$ cat config.mk
export PLATFORM = sky130hd
export DESIGN_NAME = complementary_attitude_filter
export DESIGN_NICKNAME = d
export VERILOG_FILES = /design/src/rtl/core/caf_pkg.sv /design/src/rtl/core/complementary_attitude_filter.sv
export SDC_FILE = /design/constraint.sdc
export NUM_CORES = 2
export LEC_CHECK = 0
export BUFFER_PORTS_ARGS = -buffer_cell sky130_fd_sc_hd__buf_2
export CAP_MARGIN = 10
export CORE_UTILIZATION = 40
export DETAILED_ROUTE_END_ITERATION = 10
export GPL_TIMING_DRIVEN = 0
export SLEW_MARGIN = 20
export SYNTH_ARGS = -nofsm -noshare
export SYNTH_HDL_FRONTEND = slang
export SYNTH_SLANG_ARGS = --single-unit
export TNS_END_PERCENT = 10
$ cat constraint.sdc
create_clock -name clk -period 10.7 [get_ports clk]
set_clock_uncertainty 0.05 [all_clocks]
set_input_delay 3.21 -clock clk [delete_from_list [all_inputs] [get_ports clk]]
set_output_delay 3.21 -clock clk [all_outputs]
set_load 0.02 [all_outputs]
$ cat src/rtl/core/caf_pkg.sv
// ----------------------------------------------------------------------------
// caf_pkg: shared types and constants of the complementary attitude filter
// Holds the sequencer state type, datapath widths, register indexes and the
// arctangent table used by the CORDIC vectoring iterations.
// ----------------------------------------------------------------------------
package caf_pkg;

	// Number of CORDIC iterations per angle (valid range 8 to 24).
	localparam int CORDIC_STEPS = 16;

	// Step counter width; it must index up to 24 iterations.
	localparam int STEP_W = 5;

	// Digit steps of the square root: a 48-bit radicand gives 24 result bits.
	localparam int ROOT_STEPS = 24;
	localparam int SQUARE_LAST = 2;
	localparam int BLEND_LAST = 5;

	// Datapath widths.
	localparam int VEC_W = 28;   // CORDIC vector components
	localparam int ANG_W = 26;   // angles in 2^-16 degree
	localparam int ST_W = 25;    // filter state in 2^-16 degree
	localparam int PRED_W = 37;  // gyro prediction in 2^-24 degree
	localparam int ACC_W = 54;   // blend accumulator
	localparam int MA_W = 27;    // multiplier operand A
	localparam int MB_W = 21;    // multiplier operand B
	localparam int PROD_W = MA_W + MB_W;

	localparam logic [16:0] ALPHA_ONE = 17'd65536;
	localparam logic signed [ANG_W-1:0] QUARTER_TURN = 26'sd5898240;

	// Configuration register indexes.
	localparam logic REG_BLEND_WEIGHT = 1'b0;
	localparam logic REG_SAMPLE_PERIOD = 1'b1;

	typedef enum logic [2:0] {
		ST_IDLE,
		ST_SQUARE,
		ST_ROOT,
		ST_ROLL,
		ST_PITCH,
		ST_BLEND,
		ST_FINISH
	} caf_state_t;

	// atan(2^-i) in units of 2^-16 degree.
	function automatic logic signed [ANG_W-1:0] atan_step(input logic [STEP_W-1:0] i);
		logic signed [ANG_W-1:0] a;
		unique case (i)
			5'd0:    a = 26'sd2949120;
			5'd1:    a = 26'sd1740967;
			5'd2:    a = 26'sd919879;
			5'd3:    a = 26'sd466945;
			5'd4:    a = 26'sd234379;
			5'd5:    a = 26'sd117304;
			5'd6:    a = 26'sd58666;
			5'd7:    a = 26'sd29335;
			5'd8:    a = 26'sd14668;
			5'd9:    a = 26'sd7334;
			5'd10:   a = 26'sd3667;
			5'd11:   a = 26'sd1833;
			5'd12:   a = 26'sd917;
			5'd13:   a = 26'sd458;
			5'd14:   a = 26'sd229;
			5'd15:   a = 26'sd115;
			5'd16:   a = 26'sd57;
			5'd17:   a = 26'sd29;
			5'd18:   a = 26'sd14;
			5'd19:   a = 26'sd7;
			5'd20:   a = 26'sd4;
			5'd21:   a = 26'sd2;
			5'd22:   a = 26'sd1;
			default: a = 26'sd0;
		endcase
		return a;
	endfunction

endpackage

$ cat src/rtl/core/complementary_attitude_filter.sv
// ----------------------------------------------------------------------------
// complementary_attitude_filter: roll and pitch from one IMU sample per item
// Accelerometer angles come from CORDIC vectoring (atan2) and a digit-by-digit
// square root; the gyro prediction and the accelerometer angle are blended
// with a weight alpha on one shared multiplier.
// ----------------------------------------------------------------------------
//
//  Channel  Direction  Handshake            Payload
//  -------  ---------  -------------------  ----------------------------------
//  cfg      in         cfg_we               cfg_index, cfg_data[19:0]
//  in       in         in_valid / in_stall  accel_x/y/z, roll_rate, pitch_rate
//  out      out        out_valid/out_stall  roll_angle, pitch_angle,
//                                           roll_from_gravity,
//                                           pitch_from_gravity, first_sample
//
// One item is taken at a time: the sequencer runs from acceptance until it is
// idle again, and only then can the next item be taken. A sample that loads
// the initial angles, or arrives with a zero sample period, skips the blend.
// An item passes in turn through the sum of squares, the square root at one
// result bit a cycle, the two CORDIC passes on the single vectoring unit,
// the blend on the one multiplier and the hand-over of the result to the
// output register. in_stall is high whenever the sequencer is busy.
// The finished result waits in the output register, so a stalled output
// delays the next acceptance only if a second item finishes meanwhile.
// Reset clears the filter state and the started flag and returns the
// configuration registers to their default values.
//
// ----------------------------------------------------------------------------
module complementary_attitude_filter
	import caf_pkg::*;
(
	input  logic                clk,
	input  logic                arst_n,
	input  logic                cfg_we,
	input  logic                cfg_index,
	input  logic [19:0]         cfg_data,
	input  logic                in_valid,
	output logic                in_stall,
	input  logic signed [15:0]  accel_x,
	input  logic signed [15:0]  accel_y,
	input  logic signed [15:0]  accel_z,
	input  logic signed [15:0]  roll_rate,
	input  logic signed [15:0]  pitch_rate,
	output logic                out_valid,
	input  logic                out_stall,
	output logic signed [15:0]  roll_angle,
	output logic signed [15:0]  pitch_angle,
	output logic signed [15:0]  roll_from_gravity,
	output logic signed [14:0]  pitch_from_gravity,
	output logic                first_sample
);

	// Bounds of the filter state and of the accelerometer angle outputs.
	localparam logic signed [29:0] STATE_HI = 30'sd16777215;
	localparam logic signed [29:0] STATE_LO = -30'sd16777216;
	localparam logic signed [17:0] ROLL_LIM = 18'sd23040;
	localparam logic signed [17:0] PITCH_LIM = 18'sd11520;

	// Sequencer.
	caf_state_t state_q, state_d;
	logic [STEP_W-1:0] step_q;
	logic axis_q;
	logic step_inc, step_clr, load_roll, load_pitch, out_load, accept;
	logic step_last;

	// Configuration.
	logic [16:0] weight_q;
	logic [19:0] period_q;
	logic [16:0] alpha, beta;

	// Captured sample.
	logic signed [15:0] ax_q, ay_q, az_q, rr_q, pr_q;

	// Sum of squares and square root.
	logic [31:0] rad_q;
	logic [25:0] rem_q;
	logic [23:0] root_q;
	logic [27:0] rem_t, trial;

	// CORDIC vectoring unit.
	logic signed [VEC_W-1:0] cx_q, cy_q, src_x, src_y, rot_x, rot_y;
	logic signed [VEC_W-1:0] sh_x, sh_y, nx, ny;
	logic signed [ANG_W-1:0] cz_q, rot_z, nz, cordic_res;
	logic zero_q;
	logic signed [ANG_W-1:0] roll_g_q, pitch_g_q;

	// Filter state and blend datapath.
	logic signed [ST_W-1:0] roll_st_q, pitch_st_q, cur_st;
	logic started_q, first_q;
	logic signed [MA_W-1:0] mul_a;
	logic signed [MB_W-1:0] mul_b;
	logic signed [PROD_W-1:0] mul_p, prod_q;
	logic signed [PRED_W-1:0] pred_q;
	logic signed [ACC_W-1:0] acc_q, acc_r;
	logic signed [29:0] blend_q30;
	logic signed [ST_W-1:0] blend_sat;
	logic signed [15:0] cur_rate;
	logic signed [ANG_W-1:0] cur_grav;

	// Output register.
	logic out_valid_q;

	// Filter state rounded to 1/128 degree and saturated to 16 bits.
	function automatic logic signed [15:0] angle_out(input logic signed [ST_W-1:0] s);
		logic signed [ST_W:0] t;
		logic signed [16:0] v;
		t = $signed({s[ST_W-1], s}) + (ST_W+1)'(256);
		v = t[ST_W:9];
		if (v > 17'sd32767) begin
			return 16'sh7fff;
		end else if (v < -17'sd32768) begin
			return 16'sh8000;
		end
		return v[15:0];
	endfunction

	// Accelerometer angle rounded to 1/128 degree and clamped to +-lim.
	function automatic logic signed [15:0] gravity_out(input logic signed [ANG_W-1:0] g,
			input logic signed [17:0] lim);
		logic signed [ANG_W:0] t;
		logic signed [17:0] v;
		t = $signed({g[ANG_W-1], g}) + (ANG_W+1)'(256);
		v = t[ANG_W:9];
		if (v > lim) begin
			v = lim;
		end else if (v < -lim) begin
			v = -lim;
		end
		return v[15:0];
	endfunction

	assign accept = in_valid && (state_q == ST_IDLE);
	assign in_stall = (state_q != ST_IDLE);
	assign out_valid = out_valid_q;

	assign alpha = (weight_q > ALPHA_ONE) ? ALPHA_ONE : weight_q;
	assign beta = ALPHA_ONE - alpha;

	// ------------------------------------------------------------------
	// Sequencer: state register and next-state logic.
	// ------------------------------------------------------------------
	always_ff @(posedge clk or negedge arst_n) begin
		if (!arst_n) begin
			state_q <= ST_IDLE;
		end else begin
			state_q <= state_d;
		end
	end

	always_comb begin
		state_d = state_q;
		step_inc = 1'b0;
		step_clr = 1'b0;
		load_roll = 1'b0;
		load_pitch = 1'b0;
		out_load = 1'b0;
		step_last = 1'b0;
		unique case (state_q)
			ST_IDLE: begin
				if (in_valid) begin
					state_d = ST_SQUARE;
					step_clr = 1'b1;
				end
			end
			ST_SQUARE: begin
				step_last = (step_q == STEP_W'(SQUARE_LAST));
				if (step_last) begin
					state_d = ST_ROOT;
					step_clr = 1'b1;
				end else begin
					step_inc = 1'b1;
				end
			end
			ST_ROOT: begin
				step_last = (step_q == STEP_W'(ROOT_STEPS - 1));
				if (step_last) begin
					state_d = ST_ROLL;
					step_clr = 1'b1;
					load_roll = 1'b1;
				end else begin
					step_inc = 1'b1;
				end
			end
			ST_ROLL: begin
				step_last = (step_q == STEP_W'(CORDIC_STEPS - 1));
				if (step_last) begin
					state_d = ST_PITCH;
					step_clr = 1'b1;
					load_pitch = 1'b1;
				end else begin
					step_inc = 1'b1;
				end
			end
			ST_PITCH: begin
				step_last = (step_q == STEP_W'(CORDIC_STEPS - 1));
				if (step_last) begin
					step_clr = 1'b1;
					// A zero period or the very first sample needs no blend.
					if (period_q == '0 || !started_q) begin
						state_d = ST_FINISH;
					end else begin
						state_d = ST_BLEND;
					end
				end else begin
					step_inc = 1'b1;
				end
			end
			ST_BLEND: begin
				step_last = (step_q == STEP_W'(BLEND_LAST));
				if (step_last) begin
					step_clr = 1'b1;
					if (axis_q) begin
						state_d = ST_FINISH;
					end
				end else begin
					step_inc = 1'b1;
				end
			end
			ST_FINISH: begin
				if (!out_valid_q || !out_stall) begin
					state_d = ST_IDLE;
					out_load = 1'b1;
				end
			end
			default: begin
				state_d = ST_IDLE;
			end
		endcase
	end

	always_ff @(posedge clk or negedge arst_n) begin
		if (!arst_n) begin
			step_q <= '0;
			axis_q <= 1'b0;
		end else begin
			if (step_clr) begin
				step_q <= '0;
			end else if (step_inc) begin
				step_q <= step_q + 1'b1;
			end
			if (accept) begin
				axis_q <= 1'b0;
			end else if (state_q == ST_BLEND && step_last) begin
				axis_q <= 1'b1;
			end
		end
	end

	// ------------------------------------------------------------------
	// Configuration registers.
	// ------------------------------------------------------------------
	always_ff @(posedge clk or negedge arst_n) begin
		if (!arst_n) begin
			weight_q <= 17'd64225;
			period_q <= 20'd10486;
		end else if (cfg_we) begin
			unique case (cfg_index)
				REG_BLEND_WEIGHT:  weight_q <= cfg_data[16:0];
				REG_SAMPLE_PERIOD: period_q <= cfg_data;
				default:           period_q <= period_q;
			endcase
		end
	end

	// ------------------------------------------------------------------
	// Shared multiplier. Squares during ST_SQUARE; during the blend it
	// forms rate*period, grav*(1-alpha), and alpha*pred in two halves.
	// ------------------------------------------------------------------
	assign cur_rate = axis_q ? pr_q : rr_q;
	assign cur_grav = axis_q ? pitch_g_q : roll_g_q;
	assign cur_st = axis_q ? pitch_st_q : roll_st_q;

	always_comb begin
		mul_a = '0;
		mul_b = '0;
		if (state_q == ST_SQUARE) begin
			if (step_q == '0) begin
				mul_a = MA_W'(ay_q);
				mul_b = MB_W'(ay_q);
			end else begin
				mul_a = MA_W'(az_q);
				mul_b = MB_W'(az_q);
			end
		end else if (state_q == ST_BLEND) begin
			unique case (step_q)
				STEP_W'(0): begin
					mul_a = MA_W'(cur_rate);
					mul_b = $signed({1'b0, period_q});
				end
				STEP_W'(1): begin
					mul_a = MA_W'(cur_grav);
					mul_b = $signed({4'd0, beta});
				end
				STEP_W'(2): begin
					mul_a = $signed({7'd0, pred_q[19:0]});
					mul_b = $signed({4'd0, alpha});
				end
				STEP_W'(3): begin
					mul_a = MA_W'($signed(pred_q[PRED_W-1:20]));
					mul_b = $signed({4'd0, alpha});
				end
				default: begin
					mul_a = '0;
					mul_b = '0;
				end
			endcase
		end
	end

	assign mul_p = mul_a * mul_b;

	// ------------------------------------------------------------------
	// Square root, one result bit per cycle (restoring, two radicand bits
	// brought down each step). The radicand's low 16 zero bits follow as
	// zeros shifted into rad_q.
	// ------------------------------------------------------------------
	assign rem_t = {rem_q, rad_q[31:30]};
	assign trial = {2'b00, root_q, 2'b01};

	// ------------------------------------------------------------------
	// CORDIC vectoring: pre-rotation by +-90 degrees for a negative x, then
	// one micro-rotation per cycle.
	// ------------------------------------------------------------------
	always_comb begin
		if (load_pitch) begin
			src_y = -({{(VEC_W-16){ax_q[15]}}, ax_q} <<< 8);
			src_x = $signed({{(VEC_W-24){1'b0}}, root_q});
		end else begin
			src_y = $signed({{(VEC_W-24){ay_q[15]}}, ay_q, 8'd0});
			src_x = $signed({{(VEC_W-24){az_q[15]}}, az_q, 8'd0});
		end
		rot_x = src_x;
		rot_y = src_y;
		rot_z = '0;
		if (src_x < 0) begin
			if (src_y >= 0) begin
				rot_x = src_y;
				rot_y = -src_x;
				rot_z = QUARTER_TURN;
			end else begin
				rot_x = -src_y;
				rot_y = src_x;
				rot_z = -QUARTER_TURN;
			end
		end
	end

	assign sh_x = cx_q >>> step_q;
	assign sh_y = cy_q >>> step_q;

	always_comb begin
		if (cy_q > 0) begin
			nx = cx_q + sh_y;
			ny = cy_q - sh_x;
			nz = cz_q + atan_step(step_q);
		end else begin
			nx = cx_q - sh_y;
			ny = cy_q + sh_x;
			nz = cz_q - atan_step(step_q);
		end
	end

	// A zero vector has angle zero.
	assign cordic_res = zero_q ? '0 : nz;

	// ------------------------------------------------------------------
	// Blend rounding: (acc + 2^23) >> 24, saturated to the state range.
	// ------------------------------------------------------------------
	assign acc_r = acc_q + (ACC_W'(1) <<< 23);
	assign blend_q30 = acc_r[ACC_W-1:24];

	always_comb begin
		if (blend_q30 > STATE_HI) begin
			blend_sat = STATE_HI[ST_W-1:0];
		end else if (blend_q30 < STATE_LO) begin
			blend_sat = STATE_LO[ST_W-1:0];
		end else begin
			blend_sat = blend_q30[ST_W-1:0];
		end
	end

	// ------------------------------------------------------------------
	// Datapath registers (no reset needed).
	// ------------------------------------------------------------------
	always_ff @(posedge clk) begin
		if (accept) begin
			ax_q <= accel_x;
			ay_q <= accel_y;
			az_q <= accel_z;
			rr_q <= roll_rate;
			pr_q <= pitch_rate;
		end

		prod_q <= mul_p;

		if (state_q == ST_SQUARE) begin
			if (step_q == STEP_W'(1)) begin
				rad_q <= prod_q[31:0];
			end else if (step_q == STEP_W'(SQUARE_LAST)) begin
				rad_q <= rad_q + prod_q[31:0];
			end
			rem_q <= '0;
			root_q <= '0;
		end else if (state_q == ST_ROOT) begin
			rad_q <= {rad_q[29:0], 2'b00};
			if (rem_t >= trial) begin
				rem_q <= rem_t[25:0] - trial[25:0];
				root_q <= {root_q[22:0], 1'b1};
			end else begin
				rem_q <= rem_t[25:0];
				root_q <= {root_q[22:0], 1'b0};
			end
		end

		if (load_roll || load_pitch) begin
			cx_q <= rot_x;
			cy_q <= rot_y;
			cz_q <= rot_z;
			zero_q <= (src_x == '0) && (src_y == '0);
		end else if (state_q == ST_ROLL || state_q == ST_PITCH) begin
			cx_q <= nx;
			cy_q <= ny;
			cz_q <= nz;
		end

		if (state_q == ST_ROLL && step_last) begin
			roll_g_q <= cordic_res;
		end
		if (state_q == ST_PITCH && step_last) begin
			pitch_g_q <= cordic_res;
		end

		if (state_q == ST_BLEND) begin
			unique case (step_q)
				STEP_W'(1): pred_q <= (PRED_W'(cur_st) <<< 8) + $signed(prod_q[PRED_W-1:0]);
				STEP_W'(2): acc_q <= ACC_W'(prod_q) <<< 8;
				STEP_W'(3): acc_q <= acc_q + ACC_W'(prod_q);
				STEP_W'(4): acc_q <= acc_q + $signed({prod_q[ACC_W-21:0], 20'd0});
				default: acc_q <= acc_q;
			endcase
		end

		if (out_load) begin
			roll_angle <= angle_out(roll_st_q);
			pitch_angle <= angle_out(pitch_st_q);
			roll_from_gravity <= gravity_out(roll_g_q, ROLL_LIM);
			pitch_from_gravity <= 15'(gravity_out(pitch_g_q, PITCH_LIM));
			first_sample <= first_q;
		end
	end

	// ------------------------------------------------------------------
	// Filter state, started flag and output valid.
	// ------------------------------------------------------------------
	always_ff @(posedge clk or negedge arst_n) begin
		if (!arst_n) begin
			roll_st_q <= '0;
			pitch_st_q <= '0;
			started_q <= 1'b0;
			first_q <= 1'b0;
			out_valid_q <= 1'b0;
		end else begin
			if (state_q == ST_PITCH && step_last) begin
				first_q <= (period_q != '0) && !started_q;
				if (period_q != '0 && !started_q) begin
					// Accelerometer angles stay within +-191 degrees, so they
					// always fit the state range.
					roll_st_q <= roll_g_q[ST_W-1:0];
					pitch_st_q <= cordic_res[ST_W-1:0];
					started_q <= 1'b1;
				end
			end
			if (state_q == ST_BLEND && step_last) begin
				if (axis_q) begin
					pitch_st_q <= blend_sat;
				end else begin
					roll_st_q <= blend_sat;
				end
			end
			if (out_load) begin
				out_valid_q <= 1'b1;
			end else if (!out_stall) begin
				out_valid_q <= 1'b0;
			end
		end
	end

	// ------------------------------------------------------------------
	// Assertions.
	// ------------------------------------------------------------------
	a_busy_after_accept: assert property (@(posedge clk) disable iff (!arst_n)
		accept |=> in_stall)
		else $error("block not busy after taking an item");

	a_valid_from_finish: assert property (@(posedge clk) disable iff (!arst_n)
		$rose(out_valid) |-> $past(state_q == ST_FINISH))
		else $error("result shown without a finished item");

	a_first_means_started: assert property (@(posedge clk) disable iff (!arst_n)
		(out_valid && first_sample) |-> started_q)
		else $error("first_sample flagged but filter not started");

	a_cordic_step_range: assert property (@(posedge clk) disable iff (!arst_n)
		(state_q == ST_ROLL || state_q == ST_PITCH) |-> (step_q < STEP_W'(CORDIC_STEPS)))
		else $error("CORDIC step counter out of range");

	a_blend_needs_start: assert property (@(posedge clk) disable iff (!arst_n)
		(state_q == ST_BLEND) |-> (started_q && period_q != '0))
		else $error("blend entered without a started filter or with zero period");

endmodule
==> summary.txt <==
Outcome
  – Outcome: completed

Yosys
  – Xor-xnor portion of the synthesized cell area: under 10%
  – Top cells by count, synth: 876 x inv_1, 845 x nand2_1, 688 x nor2_1
  – Synth Instances: between 7000 and 8000
  – Top_reg_cell synth: edfxtp_1
  – Largest family of logic cells by synthesized area: adder cells
  – Synth Register Bits: between 500 and 600
  – Synth Area per Inst: approximately 8.9 sq um
  – Post-synthesis async set-or-reset flop share: 16.5%
  – Seq/Total Area, Yosys: 25.3%
  – Synth Area in Compound Gates: ~16%
  – Post-synthesis cell type count: 105
  – Area leader, netlist: edfxtp_1
  – Count leader, synth: inv_1
  – Post-synth top area share: 18.4%
  – Synth warn: 0
  – Top cells by area, synth: edfxtp_1 18%, fa_1 17%, ha_1 7.5%
  – Cell area after synthesis: 65500 sq um
  – Post-synth EDFFs: ~400
  – Mux share of post-synthesis cell area: 6.01%
  – Synth Area in Simple Gates: 15.3%
  – Synth Area in Adders: 24.8%

Setup path
  – Critical path's largest stage delay: 0.79 ns
  – Most used cell, CP: fa_1
  – Worst endpoint required time: 11.23 ns
  – Startpoint types: flip-flop
  – Arr. time, crit path: 11.03 ns
  – Crit. End Element: flip-flop
  – Setup slack, reg-to-reg: 0.20 ns
  – Reg2reg path depth: 34
  – Worst-path fanout max: 10
  – Slowest cell on crit path: clkbuf_1
  – Crit Path Class: flip-flop to flip-flop

Finish
  – Fillers: 15900
  – Share of layout cells above drive strength 1: 11.3%
  – Multi-input logic area: approximately 45000 sq um
  – Storage cell area: 16500 sq um
  – Final nets: 8773
  – Area Growth Syn to Fin: 12.8%

Floorplan
  – Die height: 407 microns
  – Core region area: between 150000 and 200000 sq um
  – Die area: 165000 sq um
  – Ports: between 150 and 200
  – FP Rows: 148
  – Initial core utilization: 40.3%
  – Die Wd: 407 microns

Detailed routing
  – Drt pass-1 iters: 6
  – DRT antenna net count: 0
  – Via/cell ratio: 5.85
  – Iter 0 DRT Violations: 6188
  – Post-route DRC violation count: 0
  – Routed wire length: 259000 microns
  – Vias: roughly 58000
  – WL/cell: 26.0 microns

Global routing
  – Largest net degree at the start of global routing: 63
  – Vias in the first global route: 56700
  – First-pass GRT wire length: 376000 microns
  – Initial antenna violation count: 7
  – GR Overflow Total: 0
  – Overall routing resource usage: between 30 and 40%

Clock network
  – CTS Buf Count: 72
  – Clock Sinks: 599
  – H-tree Lvls: 3
  – Worst-Skew Late Latency: 0.73 ns
  – Root buf cell: clkbuf_16
  – Clock Tree Buf Depth: 3
  – Worst-path clk slew: 0.07 ns
  – CTS tree: done
  – CTS Hold Bufs: 0

Min path
  – Hold Crit Class: flip-flop to flip-flop
  – Hold path depth: 2

STA
  – Max-slew violations: 0
  – Worst slew pin tran: 1.31 ns
  – Setup-failing EPs final: 0
  – Min Tclk post-route: around 11 ns
  – Fmax achieved: 95.2 MHz
  – Tcrit/Tclk final: 98.2%
  – TNS Setup: 0 ns
  – Final hold violations: 0
  – Slew headroom: 12.5%

Run
  – MaxCap Viol Count: 0

Placed design
  – Routability congestion estimate: 1.03
  – Dpl hpwl: 208000 microns
  – Port buffer count: 171
## critical path: cells and delay by family (launching register included)
kind,cells,cell delay (ns)
adder cells (fa/ha/maj),8,4.01
buffers and inverters,10,2.65
AO/OA/AOI/OAI,8,1.52
AND/OR/NAND/NOR,6,1.05
XOR/XNOR,1,0.39
multiplexers,1,0.38
flip-flops,1,0.32
## cells in the final DEF, fill, tap and decap left out, drive strengths merged, types with 153 or more instances in the layout
| cell | synthesis | layout |
|---|---|---|
| nand3 | 153 | 153 |
| nand2 | 846 | 846 |
| o21ai | 423 | 423 |
| nor2 | 688 | 688 |
| edfxtp | 402 | 402 |
| inv | 880 | 891 |
| fa | 568 | 568 |
| buf | 54 | 321 |
| a21o | 154 | 154 |
| xor2 | 182 | 182 |
| clkbuf | 274 | 337 |
| a21oi | 474 | 474 |
| xnor2 | 256 | 256 |
| ha | 391 | 391 |
## cells by family (layout without fill, tap and decap cells)
| logic type | count (synthesis) | after routing |
|---|---|---|
| compound gates | 1637 | 1637 |
| xor+xnor | 439 | 439 |
| fa+ha+maj | 959 | 959 |
| buf+inv | 1209 | 1580 |
| flops | 599 | 599 |
| mux | 300 | 300 |
| other cells | 2 | 15 |
| simple gates | 2240 | 2240 |
## layer usage
metal,track usage (%),part of all wire (%),vias to the layer above
met5,0,0.022,-
met4,14.2,5.3,8
met3,8.38,11,579
met2,47.9,44,2799
met1,40.3,40,28900
li1,-,-,25900
## worst paths after layout
path / to / start
min reg2reg: root_q[20]$_SDFFE_PP0P_ / root_q[19]$_SDFFE_PP0P_
min: root_q[20]$_SDFFE_PP0P_ / root_q[19]$_SDFFE_PP0P_
max: prod_q[47]$_DFF_P_ / axis_q$_DFFE_PN0P_
max reg2reg: prod_q[47]$_DFF_P_ / axis_q$_DFFE_PN0P_
max in group asynchronous: step_q[3]$_DFFE_PN0P_ / arst_n
min in group asynchronous: period_q[9]$_DFFE_PN0P_ / arst_n
## timing repair
| item | in CTS | in global routing |
|---|---|---|
| setup endpoints to repair | 36 | 12 |
| cloned | 0 | 0 |
| resized for setup | 278 | 128 |
| setup buffers | 33 | 26 |
| pin swaps | 22 | 18 |
## per-stage QoR
stage                     cell area, sq um  hold WS (ns)  cells  setup slack, ns  utilization [%]
after floorplan                      65500         0.370   7394            0.960                -
after global placement               69100         0.395   9740            -4.11             42.5
after detailed placement             69600         0.409   9757            -3.68             42.8
after CTS                            73200         0.380   9916        -0.000411             45.0
after global routing                 73900         0.416   9940          -0.0319             45.4
final                                73900         0.373   9944            0.196             45.4
## registers in the layout, summed over array words and instances, names as in the netlist, 15 cells and up
register            flops
period_q               20
pitch_from_gravity     15
prod_q                 48
roll_st_q              25
root_q                 24
pr_q                   16
rad_q                  32
weight_q               17
roll_from_gravity      16
acc_q                  54
pred_q                 37
ax_q                   16
rr_q                   16
az_q                   16
roll_angle             16
ay_q                   16
pitch_g_q              26
cz_q                   26
pitch_angle            16
pitch_st_q             25
cy_q                   28
roll_g_q               26
cx_q                   28
rem_q                  26
## final cells by class
| cell class | count | share of cell area (%) |
|---|---|---|
| clock buffers | 90 | 2.72 |
| clock inverters | 41 | 0.661 |
| repair buffers | 247 | 2.37 |
| well taps | 2175 | 3.68 |
| flip-flops and latches | 599 | 22.4 |
| plain buffers | 321 | 2.18 |
| multi-input cells | 5586 | 61.5 |
| inverters | 881 | 4.49 |
| diodes | 4 | 0.0136 |
Power is left out: the tool's default activity adds up to more than one toggle a clock period on the data nets, which glitch-free logic cannot reach.
